===== config.mk =====
export PLATFORM = sky130hd
export DESIGN_NAME = skh_history
export DESIGN_NICKNAME = d
export VERILOG_FILES = /design/src/rtl/skh_pkg.sv /design/src/rtl/skh_history.sv
export SDC_FILE = /design/constraint.sdc
export NUM_CORES = 1
export LEC_CHECK = 0
export ABC_AREA = 1
export BUFFER_PORTS_ARGS = -buffer_cell sky130_fd_sc_hd__buf_2
export CAP_MARGIN = 30
export CELL_PAD_IN_SITES_DETAIL_PLACEMENT = 1
export CELL_PAD_IN_SITES_GLOBAL_PLACEMENT = 2
export CORE_AREA = 2 2 139 174
export DETAILED_ROUTE_END_ITERATION = 16
export DIE_AREA = 0 0 141 176
export PLACE_DENSITY_LB_ADDON = 0.1
export SKIP_LAST_GASP = 1
export SLEW_MARGIN = 20
export SYNTH_ARGS = -nofsm -noshare
export SYNTH_HDL_FRONTEND = slang
export SYNTH_SLANG_ARGS = --single-unit

===== constraint.sdc =====
create_clock -name aclk -period 1.65 [get_ports aclk]
set_clock_uncertainty 0.2 [all_clocks]
set_input_delay 0.2475 -clock aclk [delete_from_list [all_inputs] [get_ports aclk]]
set_output_delay 0.2475 -clock aclk [all_outputs]
set_load 0.03 [all_outputs]

===== src/rtl/skh_pkg.sv =====
// skh_pkg: shared types, register indexes and rotate helpers for the spaced k-mer hash stream
// used by every module of the block; depends on nothing else
`default_nettype none

package skh_pkg;

    localparam int WORD_W      = 64;
    localparam int TOP_W       = 6;
    localparam int CFG_INDEX_W = 3;

    // configuration register indexes
    localparam logic [CFG_INDEX_W-1:0] REG_PATTERN_MASK = 3'd0;
    localparam logic [CFG_INDEX_W-1:0] REG_TABLE_WORD_A = 3'd1;
    localparam logic [CFG_INDEX_W-1:0] REG_TABLE_WORD_C = 3'd2;
    localparam logic [CFG_INDEX_W-1:0] REG_TABLE_WORD_G = 3'd3;
    localparam logic [CFG_INDEX_W-1:0] REG_TABLE_WORD_T = 3'd4;

    // base codes
    localparam logic [1:0] BASE_A = 2'd0;
    localparam logic [1:0] BASE_C = 2'd1;
    localparam logic [1:0] BASE_G = 2'd2;
    localparam logic [1:0] BASE_T = 2'd3;

    localparam logic [WORD_W-1:0] PATTERN_MASK_RESET = 64'd4095;

    // settings seen by the hash stage; align_mask is indexed by base age (0 = newest)
    typedef struct packed {
        logic [WORD_W-1:0]        align_mask;
        logic [TOP_W-1:0]         top;
        logic                     pattern_on;
        logic [3:0][WORD_W-1:0]   table_word;
    } skh_cfg_t;

    function automatic logic [WORD_W-1:0] rot_right(input logic [WORD_W-1:0] w,
                                                    input logic [TOP_W-1:0] n);
        logic [2*WORD_W-1:0] dbl;
        dbl = {w, w} >> n;
        return dbl[WORD_W-1:0];
    endfunction

    function automatic logic [WORD_W-1:0] rot_left(input logic [WORD_W-1:0] w,
                                                   input logic [TOP_W-1:0] n);
        logic [2*WORD_W-1:0] dbl;
        dbl = {w, w} << n;
        return dbl[2*WORD_W-1:WORD_W];
    endfunction

endpackage

`default_nettype wire


===== src/rtl/skh_history.sv =====
// skh_history: input register stage holding the base history window and fill count
// depends on skh_pkg
`default_nettype none

module skh_history #(
    parameter int MAX_SPAN = 64
) (
    input  wire logic                                    aclk,
    input  wire logic                                    aresetn,
    input  wire logic                                    in_take,
    input  wire logic [1:0]                              base_code,
    input  wire logic                                    base_unknown,
    input  wire logic                                    seq_last,
    input  wire logic                                    out_take,
    output logic [MAX_SPAN-1:0][2:0]                     hist,
    output logic [$clog2(MAX_SPAN+1)-1:0]                fill,
    output logic                                         item_last,
    output logic                                         item_valid
);
    import skh_pkg::*;

    localparam int FILL_W = $clog2(MAX_SPAN + 1);

    logic [MAX_SPAN-1:0][2:0] hist_reg, hist_next, base_hist;
    logic [FILL_W-1:0]        fill_reg, fill_next, base_fill;
    logic                     last_reg;
    logic                     valid_reg;
    logic                     clear_pending_reg;

    always_comb begin
        // a finished sequence starts over from an empty history
        base_hist = clear_pending_reg ? '0 : hist_reg;
        base_fill = clear_pending_reg ? '0 : fill_reg;
        hist_next = {base_hist[MAX_SPAN-2:0], base_unknown, base_code};
        fill_next = (base_fill == FILL_W'(MAX_SPAN)) ? base_fill : base_fill + FILL_W'(1);
    end

    always_ff @(posedge aclk) begin
        if (!aresetn) begin
            valid_reg         <= 1'b0;
            clear_pending_reg <= 1'b1;
        end else if (in_take) begin
            valid_reg         <= 1'b1;
            clear_pending_reg <= seq_last;
        end else if (out_take) begin
            valid_reg <= 1'b0;
        end
    end

    always_ff @(posedge aclk) begin
        if (in_take) begin
            hist_reg <= hist_next;
            fill_reg <= fill_next;
            last_reg <= seq_last;
        end
    end

    assign hist       = hist_reg;
    assign fill       = fill_reg;
    assign item_last  = last_reg;
    assign item_valid = valid_reg;

endmodule

`default_nettype wire


==> impl_metrics.tcl, run 1 <==
set metrics [dict create \
    status "completed" \
    fp.dieW_um 141 \
    wl_per_cell_um 15.0 \
    fillCellCount 2574 \
    r2r-end "fill[6]$_DFFE_PP_" \
    dp_slack_ns 0.138 \
    start_util 0.337 \
    antennaDiodeCount 0 \
    worstReg2RegStart "clear_pending_reg$_SDFFE_PN1P_" \
    ir_drop_mv 0.695 \
    core_um2 23000 \
    syn-cell-area_um2 7760 \
    setup_viol 0 \
    num_io_pins 209 \
    syn-instance-count 644 \
    slowest_delay_ns 0.43 \
    layoutNonFillerInstCount 1176 \
    finalHoldWorstSlack_ns 0.271 \
    synth_nets 652 \
    routed_wl_um 17600 \
    fin_nets 884 \
    cp.arrival_ns 1.15 \
    yosys.area.top_type "edfxtp_1" \
    startpoint_type "register" \
    grt_max_degree 102 \
    report.final.slew_viol_count 0 \
    r2r_cells 6 \
    clock_sinks 202 \
    synth_warnings 0 \
    vias 4969 \
    clk_transition_reported_paths_ns 0.06 \
    finalWeightedCongestion 0.717 \
    worst_slack_ns 0.0574 \
    hold_viol 0 \
    total_power_uw 11800 \
    gr-total-overflow 0 \
    cts_buffers 23 \
    seq_area_frac_synth 0.779 \
    yosysTopAreaCellShare 0.774 \
    largest_reg_flops 192 \
    htreeDepth 1 \
    min_from "base_code[1]" \
    critical_path.slowest_cell "edfxtp_1" \
    critPathKind "register to primary output" \
    rows 62 \
    slew_headroom 0.696 \
    die_h_um 176 \
    crit_family "flip-flops" \
    cts_tree "built" \
    fmaxAchievable_mhz 628 \
    crit_fanout 4 \
    drt_first_iter_violations 211 \
    synth.area.top_cells "edfxtp_1, inv_1, nor2_1" \
    grt_pass1_vias 5242 \
    cts_buffer_depth 3 \
    p_leak_uw 0.00457 \
    drc 0 \
    whs_endpoint "hist[1]$_DFFE_PP_" \
    period_needed_ns 1.59 \
    die-area_um2 24800 \
    dp.cells 1130 \
    worst_slew_pin_slew_ns 0.456 \
    synth_cell_type_count 17 \
    ys_ff_latch 202 \
    min_path_cells 2 \
    grt_pass1_wl_um 28400 \
    via_per_inst 4.23 \
    required_ns 1.20 \
    regArea_um2 6050 \
    drive_above_1_share 0.282 \
    crit_buf_inv 1 \
    portBuffers 208 \
    endpoint_kind "primary output" \
    fin_setup_tns_ns 0 \
    rsz0062_at_grt "yes" \
    reg2reg_slack_ns 0.13 \
    clk_latency_ns 0.49 \
    multi_input_area_um2 871 \
    drtPass1Iterations 4 \
    cts_root_buf "clkbuf_16" \
    track_usage 0.142 \
    crit_chain "buf_2" \
    maxCapViolCount 0 \
    antenna_found_initial 0 \
    syn2layout_area_growth_pct 28.4 \
    syn_area_per_cell_um2 12.1 \
    power.density_nw_per_um2 1190 \
    period_share 0.965 \
    hold_path_class "input pin to register" \
    drtAntennaViolNets 0 \
    hpwlAfterDp_um 11900 \
]
==> per-stage QoR <==
stage	utilization	instance area, um2
5_1_grt	0.433	9970
4_1_cts	0.432	9950
2_1_floorplan	-	7760
6_report	0.433	9970
3_3_place_gp	0.401	9240
3_5_place_dp	0.401	9240
==> cells in the final DEF, fill, tap and decap left out, types with 2 or more instances in the layout <==
master,count
buf_12,7
clkinv_1,7
o21ai_0,2
nor2_1,197
nand2_1,13
buf_4,6
dlygate4sd3_1,7
buf_2,206
clkbuf_16,23
edfxtp_1,200
clkbuf_1,5
inv_1,197
nand3_1,4
==> power by group <==
part           total, uW  internal, uW  switching, uW
registers           6090          5950            147
logic               1280           316            961
clock network       4460          2520           1930
total              11800          8790           3040
==> synth_stat cells (all sizes together) <==
master / instances
buf: 20
o211ai: 1
nand3: 5
nand2: 13
inv: 198
o21a: 1
edfxtp: 200
clkbuf: 1
nor2: 198
xor2: 1
nor3b: 1
a21oi: 1
dfxtp: 2
o21ai: 2
==> final cells by class <==
cell class,instances,share of cell area
inverter,198,0.0746
tap,288,0.0362
sequential,202,0.607
timing repair buffer,228,0.131
clock inverter,9,0.00402
clock buffer,28,0.0596
multi-input combinational,223,0.0874
==> per-layer routing <==
layer	up-vias	track usage	part of all wire
met1	2372	0.177	0.42
met4	0	0.0346	0.017
met2	157	0.243	0.49
li1	2413	-	-
met3	27	0.0439	0.080
met5	-	0	0
==> timing repair <==
action / in CTS / in global routing
endpoints found under the setup margin: 0 / 2
gates resized for setup: 0 / 1
endpoints found under the hold margin: 19 / 0
hold buffers: 7 / 0
buffers inserted: 0 / 2
==> worst max path at each step <==
stage	startpoint	to	slack [ns]	cells after the start
4_1_cts	fill[2]$_DFFE_PP_	fill[2]	0.02	1
3_3_place_gp	clear_pending_reg$_SDFFE_PN1P_	fill[2]$_DFFE_PP_	0.17	4
5_1_grt	fill[2]$_DFFE_PP_	fill[2]	-0.008	1
3_5_place_dp	clear_pending_reg$_SDFFE_PN1P_	fill[6]$_DFFE_PP_	0.14	6
2_1_floorplan	fill[0]$_DFFE_PP_	fill[6]$_DFFE_PP_	0.17	5
6_report	fill[2]$_DFFE_PP_	fill[2]	0.06	1
==> cell families after synthesis <==
family	Yosys count	share of synthesized area
buf+inv	219	0.109
flops	202	0.779
xor+xnor	1	0.00113
compound gates	5	0.00387
simple gates	217	0.107
Power figures use the tool's default switching activity.
==> run 2: changes to the inputs <==
--- a/config.mk
+++ b/config.mk
@@ -13,7 +13,7 @@
 export CORE_AREA = 2 2 139 174
 export DETAILED_ROUTE_END_ITERATION = 16
 export DIE_AREA = 0 0 141 176
-export PLACE_DENSITY_LB_ADDON = 0.1
+export PLACE_DENSITY = 0.9
 export SKIP_LAST_GASP = 1
 export SLEW_MARGIN = 20
 export SYNTH_ARGS = -nofsm -noshare
==> impl_metrics.tcl, run 2 (synthesized netlist as in run 1, its figures left out) <==
set metrics [dict create \
    finalHoldWorstSlack_ns 0.274 \
    drc 0 \
    whs_endpoint "hist[0]$_DFFE_PP_" \
    clk_transition_reported_paths_ns 0.06 \
    startpoint_type "register" \
    critPathKind "register to primary output" \
    fp.dieW_um 141 \
    antennaDiodeCount 0 \
    setup_viol 0 \
    drive_above_1_share 0.283 \
    wl_per_cell_um 14.8 \
    drtAntennaViolNets 0 \
    grt_max_degree 96 \
    syn2layout_area_growth_pct 27.8 \
    reg2reg_slack_ns 0.21 \
    r2r-end "fill[6]$_DFFE_PP_" \
    drtPass1Iterations 4 \
    power.density_nw_per_um2 1160 \
    min_path_cells 2 \
    period_share 0.960 \
    hold_path_class "input pin to register" \
    endpoint_kind "primary output" \
    clk_latency_ns 0.48 \
    ir_drop_mv 0.689 \
    drt_first_iter_violations 218 \
    dp.cells 1134 \
    rows 62 \
    period_needed_ns 1.58 \
    via_per_inst 4.23 \
    dp_slack_ns 0.200 \
    grt_pass1_wl_um 27500 \
    fillCellCount 2576 \
    startpoint "fill[0]$_DFFE_PP_" \
    final_common_cell "buf_2" \
    fin_nets 884 \
    crit_fanout 4 \
    portBuffers 208 \
    track_usage 0.138 \
    cts_buffer_depth 3 \
    hpwlAfterDp_um 12000 \
    rsz0062_at_grt "no" \
    cp.arrival_ns 1.14 \
    antenna_found_initial 0 \
    grt_pass1_vias 5122 \
    fin_setup_tns_ns 0 \
    required_ns 1.20 \
    layoutNonFillerInstCount 1175 \
    hold_viol 0 \
    die-area_um2 24800 \
    status "completed" \
    largest_reg_flops 192 \
    cts_root_buf "clkbuf_16" \
    cts_tree "built" \
    slew_headroom 0.710 \
    vias 4969 \
    min_from "base_code[0]" \
    fmaxAchievable_mhz 631 \
    htreeDepth 1 \
    slowest_delay_ns 0.44 \
    crit_buf_inv 1 \
    routed_wl_um 17400 \
    worst_slew_pin_slew_ns 0.436 \
    worst_slack_ns 0.0656 \
    postCtsSetupRepairBufs 0 \
    die_h_um 176 \
    cts_buffers 21 \
    critical_path.slowest_cell "edfxtp_1" \
    maxCapViolCount 0 \
    finalWeightedCongestion 0.724 \
    r2r_cells 6 \
    worstReg2RegStart "clear_pending_reg$_SDFFE_PN1P_" \
    gr-total-overflow 0 \
    start_util 0.337 \
    clock_sinks 202 \
    num_io_pins 209 \
    report.final.slew_viol_count 0 \
    core_um2 23000 \
    crit_family "flip-flops" \
    final_cell_mix "buf_2, edfxtp_1, inv_1, nor2_1, clkbuf_16" \
    p_leak_uw 0.00455 \
    crit_chain "buf_2" \
]
==> run 2: changes by cell type in the layout (fill, tap and decap cells not counted) <==
| cell | change |
|---|---|
| buf_4 | +2 |
| clkbuf_16 | -2 |
| clkinv_2 | +2 |
| buf_2 | +1 |
| clkbuf_1 | -1 |
| clkbuf_4 | -1 |
| clkinv_1 | -1 |
| clkinv_4 | -1 |
==> run 2: where the power goes <==
group	internal [uW]	switching [uW]	total (uW)
clock	2310	1830	4140
combinational	319	964	1280
sequential	5950	152	6100
total	8580	2950	11500
==> run 2: worst max-delay path by stage <==
stage | to | cells past startpoint
floorplan | fill[6]$_DFFE_PP_ | 5
global placement | fill[3]$_DFFE_PP_ | 3
detailed placement | fill[6]$_DFFE_PP_ | 6
CTS | fill[0] | 1
global route | fill[0] | 1
finish | fill[0] | 1
==> run 2: repair_timing <==
item | CTS | global route
hold buffers | 7 | 0
resized for setup | 0 | 0
hold endpoints to repair | 8 | 0
==> run 2: per-layer routing <==
| metal | vias to the layer above | part of all wire | routed length, um | global-route usage |
|---|---|---|---|---|
| met5 | - | 0 | 0 | 0 |
| met1 | 2376 | 0.42 | 7330 | 0.176 |
| met4 | 0 | 0.012 | 210 | 0.0300 |
| li1 | 2411 | - | - | - |
| met3 | 16 | 0.085 | 1490 | 0.0426 |
| met2 | 166 | 0.48 | 8410 | 0.234 |
==> run 2: cell type report <==
cell class                 instances  area (um2)  area share
sequential                       202        6050       0.610
timing repair buffer             230        1320       0.133
multi-input combinational        223         871      0.0878
inverter                         198         743      0.0749
clock buffer                      25         541      0.0545
tap                              288         360      0.0363
clock inverter                     9        37.5     0.00378
==> run 2: metrics by stage <==
step	utilization	area, um2	total power (uW)
5_1_grt	0.431	9920	12000
3_3_place_gp	0.403	9270	7460
2_1_floorplan	-	7760	6970
3_5_place_dp	0.403	9270	7500
6_report	0.431	9920	11500
4_1_cts	0.431	9920	11700
